**src/rtl/core/ccu_pkg.sv**
```systemverilog
`default_nettype none

package ccu_pkg;

    // Result and operand widths
    localparam int COUNT_W  = 63;
    localparam int FIELD_W  = 5;
    localparam int FACTOR_W = 6;
    localparam int GROUPS   = 4;

    // Default upper bound of population, chosen and group sizes
    localparam int MAX_POPULATION_DEF = 20;

    typedef logic [COUNT_W-1:0] count_t;

    // Count kinds
    localparam logic [1:0] OP_VARIATION   = 2'd0;
    localparam logic [1:0] OP_PERMUTATION = 2'd1;
    localparam logic [1:0] OP_COMBINATION = 2'd2;

    // Status codes
    localparam logic [1:0] STAT_OK    = 2'd0;
    localparam logic [1:0] STAT_RANGE = 2'd1;
    localparam logic [1:0] STAT_SAT   = 2'd2;

    localparam count_t COUNT_MAX = '1;

endpackage

`default_nettype wire

```
**src/rtl/core/ccu_wdiv.sv**
```systemverilog
`default_nettype none

// Restoring divider, one quotient bit per cycle, full-width divisor.
// Dividend shifts out of the top of quo_reg while quotient bits shift in.
module ccu_wdiv (
    input  wire logic            clk,
    input  wire logic            rst_n,
    input  wire logic            start,
    input  wire ccu_pkg::count_t dividend,
    input  wire ccu_pkg::count_t divisor,
    output logic                 done,
    output ccu_pkg::count_t      quotient
);

    localparam int CW    = ccu_pkg::COUNT_W;
    localparam int CNT_W = $clog2(CW);

    logic             busy_reg, busy_next;
    logic             done_reg, done_next;
    logic [CNT_W-1:0] cnt_reg, cnt_next;
    logic [CW-1:0]    quo_reg, quo_next;
    logic [CW-1:0]    rem_reg, rem_next;
    logic [CW-1:0]    dvs_reg, dvs_next;

    logic [CW:0]      trial;
    logic [CW:0]      diff;
    logic             fits;

    // One trial subtraction per cycle
    assign trial = {rem_reg, quo_reg[CW-1]};
    assign diff  = trial - {1'b0, dvs_reg};
    assign fits  = (trial >= {1'b0, dvs_reg});

    always_comb
    begin
        busy_next = busy_reg;
        done_next = 1'b0;
        cnt_next  = cnt_reg;
        quo_next  = quo_reg;
        rem_next  = rem_reg;
        dvs_next  = dvs_reg;
        if (start)
        begin
            busy_next = 1'b1;
            cnt_next  = '0;
            quo_next  = dividend;
            rem_next  = '0;
            dvs_next  = divisor;
        end
        else if (busy_reg)
        begin
            rem_next = fits ? diff[CW-1:0] : trial[CW-1:0];
            quo_next = {quo_reg[CW-2:0], fits};
            cnt_next = cnt_reg + CNT_W'(1);
            if (cnt_reg == CNT_W'(CW - 1))
            begin
                busy_next = 1'b0;
                done_next = 1'b1;
            end
        end
    end

    // Control
    always_ff @(posedge clk or negedge rst_n)
    begin
        if (!rst_n)
        begin
            busy_reg <= 1'b0;
            done_reg <= 1'b0;
            cnt_reg  <= '0;
        end
        else
        begin
            busy_reg <= busy_next;
            done_reg <= done_next;
            cnt_reg  <= cnt_next;
        end
    end

    // Datapath
    always_ff @(posedge clk)
    begin
        quo_reg <= quo_next;
        rem_reg <= rem_next;
        dvs_reg <= dvs_next;
    end

    assign done     = done_reg;
    assign quotient = quo_reg;

endmodule

`default_nettype wire

```
**src/rtl/core/ccu_sdiv.sv**
```systemverilog
`default_nettype none

// Divider for a narrow divisor: one 4-bit digit of the dividend per cycle,
// four chained compare/subtract steps on a narrow remainder.
module ccu_sdiv (
    input  wire logic                       clk,
    input  wire logic                       rst_n,
    input  wire logic                       start,
    input  wire ccu_pkg::count_t            dividend,
    input  wire logic [ccu_pkg::FIELD_W-1:0] divisor,
    output logic                            done,
    output ccu_pkg::count_t                 quotient
);

    localparam int CW      = ccu_pkg::COUNT_W;
    localparam int FW      = ccu_pkg::FIELD_W;
    localparam int DIG_W   = 4;
    localparam int DIGITS  = (CW + DIG_W - 1) / DIG_W;
    localparam int SHIFT_W = DIGITS * DIG_W;
    localparam int CNT_W   = $clog2(DIGITS);

    logic               busy_reg, busy_next;
    logic               done_reg, done_next;
    logic [CNT_W-1:0]   cnt_reg, cnt_next;
    logic [SHIFT_W-1:0] quo_reg, quo_next;
    logic [FW-1:0]      rem_reg, rem_next;
    logic [FW-1:0]      dvs_reg, dvs_next;

    logic [FW-1:0]      digit_rem;
    logic [DIG_W-1:0]   digit_quo;

    // One digit: restoring steps over its bits, top bit first
    always_comb
    begin
        logic [FW:0] t;
        logic [FW:0] d;
        digit_rem = rem_reg;
        digit_quo = '0;
        for (int j = 0; j < DIG_W; j++)
        begin
            t = {digit_rem, quo_reg[SHIFT_W-1-j]};
            d = t - {1'b0, dvs_reg};
            if (t >= {1'b0, dvs_reg})
            begin
                digit_rem              = d[FW-1:0];
                digit_quo[DIG_W-1-j]   = 1'b1;
            end
            else
            begin
                digit_rem = t[FW-1:0];
            end
        end
    end

    always_comb
    begin
        busy_next = busy_reg;
        done_next = 1'b0;
        cnt_next  = cnt_reg;
        quo_next  = quo_reg;
        rem_next  = rem_reg;
        dvs_next  = dvs_reg;
        if (start)
        begin
            busy_next = 1'b1;
            cnt_next  = '0;
            quo_next  = SHIFT_W'(dividend);
            rem_next  = '0;
            dvs_next  = divisor;
        end
        else if (busy_reg)
        begin
            rem_next = digit_rem;
            quo_next = {quo_reg[SHIFT_W-DIG_W-1:0], digit_quo};
            cnt_next = cnt_reg + CNT_W'(1);
            if (cnt_reg == CNT_W'(DIGITS - 1))
            begin
                busy_next = 1'b0;
                done_next = 1'b1;
            end
        end
    end

    // Control
    always_ff @(posedge clk or negedge rst_n)
    begin
        if (!rst_n)
        begin
            busy_reg <= 1'b0;
            done_reg <= 1'b0;
            cnt_reg  <= '0;
        end
        else
        begin
            busy_reg <= busy_next;
            done_reg <= done_next;
            cnt_reg  <= cnt_next;
        end
    end

    // Datapath
    always_ff @(posedge clk)
    begin
        quo_reg <= quo_next;
        rem_reg <= rem_next;
        dvs_reg <= dvs_next;
    end

    assign done     = done_reg;
    assign quotient = quo_reg[CW-1:0];

endmodule

`default_nettype wire

```
**src/rtl/core/combinatorial_count_unit_top.sv**
```systemverilog
`default_nettype none

// Channel    Direction  Signals                                          Transaction
// ---------  ---------  -----------------------------------------------  ------------------------
// request    in         start, busy, op, with_repetition, population,    start high, busy low
//                       chosen, group_count, group_one..group_four
// result     out        done, count, status                              done high for one cycle
//
// Request time is set by the sequencer's one-factor-per-cycle multiply loop and the two serial
// dividers: out-of-range arguments finish straight from idle; power and falling factorials run
// the multiply loop; multinomial adds a group factorial and a wide division per group; combination
// does a multiply and a narrow division per step of min(k, m - k), m the upper binomial argument.
// Reset clears the sequencer and the result strobe; no stores need clearing.
// busy stays high until the result is issued. The receiver cannot stall: done is
// high for exactly one cycle.
module combinatorial_count_unit_top #(
    parameter int MAX_POPULATION = ccu_pkg::MAX_POPULATION_DEF
) (
    input  wire logic                        clk,
    input  wire logic                        rst_n,
    input  wire logic                        start,
    output logic                             busy,
    input  wire logic [1:0]                  op,
    input  wire logic                        with_repetition,
    input  wire logic [ccu_pkg::FIELD_W-1:0] population,
    input  wire logic [ccu_pkg::FIELD_W-1:0] chosen,
    input  wire logic [2:0]                  group_count,
    input  wire logic [ccu_pkg::FIELD_W-1:0] group_one,
    input  wire logic [ccu_pkg::FIELD_W-1:0] group_two,
    input  wire logic [ccu_pkg::FIELD_W-1:0] group_three,
    input  wire logic [ccu_pkg::FIELD_W-1:0] group_four,
    output logic                             done,
    output logic [ccu_pkg::COUNT_W-1:0]      count,
    output logic [1:0]                       status
);

    localparam int CW  = ccu_pkg::COUNT_W;
    localparam int FW  = ccu_pkg::FIELD_W;
    localparam int FCW = ccu_pkg::FACTOR_W;
    localparam int PW  = CW + FCW;
    localparam int GN  = ccu_pkg::GROUPS;

    localparam logic [FW-1:0] MAX_POP = FW'(MAX_POPULATION);

    localparam logic [2:0] S_IDLE = 3'd0;
    localparam logic [2:0] S_MUL  = 3'd1;
    localparam logic [2:0] S_GMUL = 3'd2;
    localparam logic [2:0] S_GDIV = 3'd3;
    localparam logic [2:0] S_CMUL = 3'd4;
    localparam logic [2:0] S_CDIV = 3'd5;

    logic [2:0]      state_reg, state_next;
    logic            pow_reg, pow_next;
    logic            multi_reg, multi_next;
    logic [2:0]      gc_reg, gc_next;
    logic [1:0]      gi_reg, gi_next;
    logic [FW-1:0]   grp_reg [GN];
    logic [FW-1:0]   grp_next [GN];
    logic [CW-1:0]   acc_reg, acc_next;
    logic [CW-1:0]   den_reg, den_next;
    logic [FCW-1:0]  fac_reg, fac_next;
    logic [FW-1:0]   rem_reg, rem_next;
    logic [FW-1:0]   step_reg, step_next;
    logic            done_reg, done_next;
    logic [CW-1:0]   count_reg, count_next;
    logic [1:0]      status_reg, status_next;

    logic            n_bad, k_bad, gc_bad, g_bad;
    logic [FCW-1:0]  m_sum, m_minus_k;
    logic [FW-1:0]   kk;
    logic [CW-1:0]   mul_a;
    logic [PW-1:0]   prod;
    logic            ovf;

    logic            wdiv_start, wdiv_done;
    logic [CW-1:0]   wdiv_q;
    logic            sdiv_start, sdiv_done;
    logic [CW-1:0]   sdiv_q;

    // Argument range checks
    assign n_bad  = (population > MAX_POP);
    assign k_bad  = (chosen > MAX_POP);
    assign gc_bad = (group_count < 3'd2) || (group_count > 3'd4);
    assign g_bad  = (group_one > MAX_POP) || (group_two > MAX_POP)
                 || ((group_count >= 3'd3) && (group_three > MAX_POP))
                 || ((group_count == 3'd4) && (group_four > MAX_POP));

    // Binomial arguments: upper m and the smaller of k, m - k
    assign m_sum     = with_repetition ? (FCW'(population) + FCW'(chosen) - FCW'(1))
                                       : FCW'(population);
    assign m_minus_k = m_sum - FCW'(chosen);
    assign kk        = (FCW'(chosen) > m_minus_k) ? m_minus_k[FW-1:0] : chosen;

    // Shared multiplier: one factor per cycle while no divider is running
    assign mul_a = (state_reg == S_GMUL) ? den_reg : acc_reg;
    assign prod  = PW'(mul_a) * PW'(fac_reg);
    assign ovf   = |prod[PW-1:CW];

    // Sequencer
    always_comb
    begin
        logic          fin;
        logic [CW-1:0] fin_count;
        logic [1:0]    fin_status;

        fin        = 1'b0;
        fin_count  = '0;
        fin_status = ccu_pkg::STAT_OK;

        state_next  = state_reg;
        pow_next    = pow_reg;
        multi_next  = multi_reg;
        gc_next     = gc_reg;
        gi_next     = gi_reg;
        grp_next    = grp_reg;
        acc_next    = acc_reg;
        den_next    = den_reg;
        fac_next    = fac_reg;
        rem_next    = rem_reg;
        step_next   = step_reg;
        done_next   = 1'b0;
        count_next  = count_reg;
        status_next = status_reg;
        wdiv_start  = 1'b0;
        sdiv_start  = 1'b0;

        unique case (state_reg)
            S_IDLE:
            begin
                if (start)
                begin
                    gc_next     = group_count;
                    gi_next     = '0;
                    grp_next[0] = group_one;
                    grp_next[1] = group_two;
                    grp_next[2] = group_three;
                    grp_next[3] = group_four;
                    acc_next    = CW'(1);
                    step_next   = FW'(1);
                    pow_next    = 1'b0;
                    multi_next  = 1'b0;
                    unique case (op)
                        ccu_pkg::OP_VARIATION:
                        begin
                            if (n_bad || k_bad || (!with_repetition && (chosen > population)))
                            begin
                                fin        = 1'b1;
                                fin_status = ccu_pkg::STAT_RANGE;
                            end
                            else
                            begin
                                fac_next   = FCW'(population);
                                rem_next   = chosen;
                                pow_next   = with_repetition;
                                state_next = S_MUL;
                            end
                        end
                        ccu_pkg::OP_PERMUTATION:
                        begin
                            if (with_repetition)
                            begin
                                if (n_bad || gc_bad || g_bad)
                                begin
                                    fin        = 1'b1;
                                    fin_status = ccu_pkg::STAT_RANGE;
                                end
                                else
                                begin
                                    fac_next   = FCW'(population);
                                    rem_next   = population;
                                    multi_next = 1'b1;
                                    state_next = S_MUL;
                                end
                            end
                            else if (k_bad)
                            begin
                                fin        = 1'b1;
                                fin_status = ccu_pkg::STAT_RANGE;
                            end
                            else
                            begin
                                fac_next   = FCW'(chosen);
                                rem_next   = chosen;
                                state_next = S_MUL;
                            end
                        end
                        ccu_pkg::OP_COMBINATION:
                        begin
                            if (n_bad || k_bad || (!with_repetition && (chosen > population)))
                            begin
                                fin        = 1'b1;
                                fin_status = ccu_pkg::STAT_RANGE;
                            end
                            else if (with_repetition && (population == '0))
                            begin
                                // empty population: only the empty selection
                                fin       = 1'b1;
                                fin_count = (chosen == '0) ? CW'(1) : '0;
                            end
                            else
                            begin
                                fac_next   = m_sum;
                                rem_next   = kk;
                                state_next = S_CMUL;
                            end
                        end
                        default:
                        begin
                            fin        = 1'b1;
                            fin_status = ccu_pkg::STAT_RANGE;
                        end
                    endcase
                end
            end

            // Power or falling factorial into the accumulator
            S_MUL:
            begin
                if (rem_reg == '0)
                begin
                    if (multi_reg)
                    begin
                        den_next   = CW'(1);
                        fac_next   = FCW'(grp_reg[0]);
                        rem_next   = grp_reg[0];
                        for (int i = 0; i < GN - 1; i++)
                        begin
                            grp_next[i] = grp_reg[i+1];
                        end
                        state_next = S_GMUL;
                    end
                    else
                    begin
                        fin       = 1'b1;
                        fin_count = acc_reg;
                    end
                end
                else if (pow_reg && ovf)
                begin
                    fin        = 1'b1;
                    fin_count  = ccu_pkg::COUNT_MAX;
                    fin_status = ccu_pkg::STAT_SAT;
                end
                else
                begin
                    acc_next = prod[CW-1:0];
                    rem_next = rem_reg - FW'(1);
                    if (!pow_reg)
                    begin
                        fac_next = fac_reg - FCW'(1);
                    end
                end
            end

            // Group factorial into the divisor register
            S_GMUL:
            begin
                if (rem_reg == '0)
                begin
                    wdiv_start = 1'b1;
                    state_next = S_GDIV;
                end
                else
                begin
                    den_next = prod[CW-1:0];
                    fac_next = fac_reg - FCW'(1);
                    rem_next = rem_reg - FW'(1);
                end
            end

            // Divide by one group factorial; nested truncation equals one division
            S_GDIV:
            begin
                if (wdiv_done)
                begin
                    acc_next = wdiv_q;
                    if ((3'(gi_reg) + 3'd1) == gc_reg)
                    begin
                        fin       = 1'b1;
                        fin_count = wdiv_q;
                    end
                    else
                    begin
                        gi_next    = gi_reg + 2'd1;
                        den_next   = CW'(1);
                        fac_next   = FCW'(grp_reg[0]);
                        rem_next   = grp_reg[0];
                        for (int i = 0; i < GN - 1; i++)
                        begin
                            grp_next[i] = grp_reg[i+1];
                        end
                        state_next = S_GMUL;
                    end
                end
            end

            // Binomial step: multiply by (m - i), then exact divide by (i + 1)
            S_CMUL:
            begin
                if (rem_reg == '0)
                begin
                    fin       = 1'b1;
                    fin_count = acc_reg;
                end
                else
                begin
                    sdiv_start = 1'b1;
                    fac_next   = fac_reg - FCW'(1);
                    state_next = S_CDIV;
                end
            end

            S_CDIV:
            begin
                if (sdiv_done)
                begin
                    acc_next   = sdiv_q;
                    step_next  = step_reg + FW'(1);
                    rem_next   = rem_reg - FW'(1);
                    state_next = S_CMUL;
                end
            end

            default:
            begin
                state_next = S_IDLE;
            end
        endcase

        // Issue the result
        if (fin)
        begin
            done_next   = 1'b1;
            count_next  = fin_count;
            status_next = fin_status;
            state_next  = S_IDLE;
        end
    end

    // Control registers
    always_ff @(posedge clk or negedge rst_n)
    begin
        if (!rst_n)
        begin
            state_reg <= S_IDLE;
            done_reg  <= 1'b0;
        end
        else
        begin
            state_reg <= state_next;
            done_reg  <= done_next;
        end
    end

    // Datapath registers
    always_ff @(posedge clk)
    begin
        pow_reg    <= pow_next;
        multi_reg  <= multi_next;
        gc_reg     <= gc_next;
        gi_reg     <= gi_next;
        grp_reg    <= grp_next;
        acc_reg    <= acc_next;
        den_reg    <= den_next;
        fac_reg    <= fac_next;
        rem_reg    <= rem_next;
        step_reg   <= step_next;
        count_reg  <= count_next;
        status_reg <= status_next;
    end

    // Wide divider for the multinomial
    ccu_wdiv u_wdiv (
        .clk      (clk),
        .rst_n    (rst_n),
        .start    (wdiv_start),
        .dividend (acc_reg),
        .divisor  (den_reg),
        .done     (wdiv_done),
        .quotient (wdiv_q)
    );

    // Narrow divider for the binomial steps
    ccu_sdiv u_sdiv (
        .clk      (clk),
        .rst_n    (rst_n),
        .start    (sdiv_start),
        .dividend (prod[CW-1:0]),
        .divisor  (step_reg),
        .done     (sdiv_done),
        .quotient (sdiv_q)
    );

    assign busy   = (state_reg != S_IDLE);
    assign done   = done_reg;
    assign count  = count_reg;
    assign status = status_reg;

endmodule

`default_nettype wire

```
**config.mk**
```make
export PLATFORM = sky130hd
export DESIGN_NAME = combinatorial_count_unit_top
export DESIGN_NICKNAME = d
export VERILOG_FILES = /design/src/rtl/core/ccu_pkg.sv /design/src/rtl/core/ccu_wdiv.sv /design/src/rtl/core/ccu_sdiv.sv /design/src/rtl/core/combinatorial_count_unit_top.sv
export SDC_FILE = /design/constraint.sdc
export NUM_CORES = 2
export LEC_CHECK = 0
export ABC_AREA = 1
export BUFFER_PORTS_ARGS = -buffer_cell sky130_fd_sc_hd__buf_2
export CORE_UTILIZATION = 48
export CTS_BUF_LIST = sky130_fd_sc_hd__clkbuf_16
export DETAILED_ROUTE_END_ITERATION = 16
export PLACE_DENSITY = 0.62
export SETUP_SLACK_MARGIN = 0.15
export SLEW_MARGIN = 30
export SYNTH_ARGS = -nofsm -noshare
export SYNTH_HDL_FRONTEND = slang
export SYNTH_SLANG_ARGS = --single-unit
```
**constraint.sdc**
```tcl
create_clock -name clk -period 12.35 [get_ports clk]
set_clock_uncertainty 0.15 [all_clocks]
set_input_delay 1.8525 -clock clk [delete_from_list [all_inputs] [get_ports clk]]
set_output_delay 1.8525 -clock clk [all_outputs]
set_load 0.05 [all_outputs]
```
==> run metrics <==
unrepaired setup endpoints after global routing=false; cts hold-fix bufs=0; Yosys cell types=66; max frequency=112 MHz; clock sink count=515; commonest non-fill, non-tap cell in the layout=nand2_1; reg2reg start=state_reg[1]; Clock Root Buffer=clkbuf_16; R2R setup slack=3400 ps; H-tree depth=2; GRT Util Overall=29.0%; clk slew on worst S/H paths=70 ps; Num CTS Buffers=52; Post-synth EDFFs=428; Post-Syn Nets=5666; Multi-input gate area=0.0228 mm2; most used cell, CP=nand2_1; die area=0.0876 mm2; first-pass GRT wire length=196000 um; Syn. warnings=0; worst-path cell with the longest stage delay=o21ai_0; Setup crit end kind=flop; end of the worst hold path=u_wdiv.dvs_reg[5]; clock latency on the worst-skew pair=610 ps; critical path buffer and inverter count=7; Seq cells post-synth=515; Mapped Cells=5180; CTS resizes=0; sequential share of the synthesized area=35.4%; port bufs=105; max reg flops=64; drt wl/cell=19.6 um; Post-Syn Area per Cell=8.01 um2; Synth Flop Type=edfxtp_1; Synth-to-Final Area Change=7.83%; asr flop ratio synth=3.50%; MaxCap Viol Count=0; Detail Route Antenna Nets=0; CP max stage delay=870 ps; Slew headroom=29.8%; vias=34800; CP max FO=100; status=finished clean; Clock Path Buffers=3; fraction of layout cells with a size suffix above 1=6.97%; initial antenna violation count=2; core area=0.0854 mm2; final setup violation count=0; Final HPWL DP=96200 um; WP data required=12460 ps; nets=5697; vias in the first global route=33500; Syn Std Cell Area=0.0415 mm2; worst reg2reg endpoint=count[36]; most frequent cells in the layout=1168 x nand2_1, 866 x inv_1, 738 x nor2_1, 428 x edfxtp_1, 341 x o21ai_0; CP top delay family=simple AND/OR/NAND/NOR gates; Worst EP arrival=9060 ps; die height=296 um; total grt overflow=0; Fin. Hold Viols=0; TritonCTS clock tree=done; Ports=106; max-slew violations=0; Fillers=8293; placer congestion estimate=0.989; Worst Max-Slew Pin Slew=1040 ps; Crit Path Class=reg -> reg; cell count of the worst hold path=0; FF-to-FF path depth=27; Initial Util=48.6%; largest net degree at the start of global routing=101; Worst path depth=27; drt first pass iters=5; startpoint types=flop; Setup Fix Bufs, Post-CTS=0; Total Routed Length=126000 um; hold path start=den_reg[5]; Vias/cell=5.44; Initial DRC Count=3289; register area=0.0147 mm2; post-route setup TNS=0 ps; Period Utilization, post-route=72.5%; worst min path class=reg -> reg; # DRC=0; number of cell rows=107; Die Wd=296 um; Final Critical Period=8950 ps
==> cell type report <==
class | count | area share [%]
Clock buffer | 53 | 2.97
Inverter | 884 | 7.44
Antenna cell | 1 | 0.00560
Multi-Input combinational cell | 3620 | 50.9
Tap cell | 1144 | 3.20
Timing Repair Buffer | 138 | 1.76
Sequential cell | 515 | 32.8
Clock inverter | 39 | 0.859
==> synthesized netlist by cell type (all sizes together) (69+ instances only) <==
cell,n,area share (%)
dfxtp,69,3.3
xnor2,71,1.5
fa,252,12
ha,195,5.9
o211ai,80,1.8
nand3,169,2.1
nor2,758,7.0
clkbuf,128,1.2
nand2,1188,11
inv,882,8.0
o21ai,375,4.5
edfxtp,428,31
a21oi,188,2.3
==> metrics by stage <==
| stage | area [um2] | hold WS (ps) | std cells | setup slack, ps | utilization [%] |
|---|---|---|---|---|---|
| global route | 44700 | 319 | 6393 | 3010 | 52.3 |
| CTS | 44700 | 301 | 6393 | 3530 | 52.3 |
| floorplan | 41500 | 268 | 5180 | 3610 | - |
| detailed placement | 43000 | 286 | 6301 | 3570 | 50.3 |
| finish | 44700 | 302 | 6394 | 3400 | 52.4 |
| global placement | 43000 | 278 | 6301 | 3630 | 50.3 |
==> logic make-up (layout without fill, tap and decap cells) <==
family / Yosys count / after routing / synth area share [%]
compound gates: 834 / 834 / 12.6
buf+inv: 1045 / 1114 / 9.86
xor+xnor: 129 / 129 / 2.72
flops: 515 / 515 / 35.4
other cells: 0 / 1 / 0
mux: 1 / 1 / 0.0272
simple gates: 2209 / 2209 / 21.4
fa+ha+maj: 447 / 447 / 18.0
==> layer usage <==
| layer | wire length (um) | part of all wire, % | vias up | GRT usage (%) |
|---|---|---|---|---|
| li1 | - | - | 16700 | - |
| met1 | 57600 | 46 | 16600 | 42.9 |
| met2 | 54600 | 44 | 1297 | 44.2 |
| met3 | 10800 | 8.6 | 165 | 5.19 |
| met4 | 2500 | 2.0 | 0 | 6.02 |
| met5 | 0 | 0 | - | 0 |
==> how the worst max path moves through the flow <==
stage,from,end
finish,state_reg[1],count[36]
floorplan,state_reg[2],acc_reg[0]
global placement,state_reg[1],count[36]
detailed placement,state_reg[1],count[36]
CTS,state_reg[1],count[36]
global route,state_reg[1],acc_reg[20]
Power is left out: the tool's default activity adds up to more than one toggle a clock period on the data nets, which glitch-free logic cannot reach.
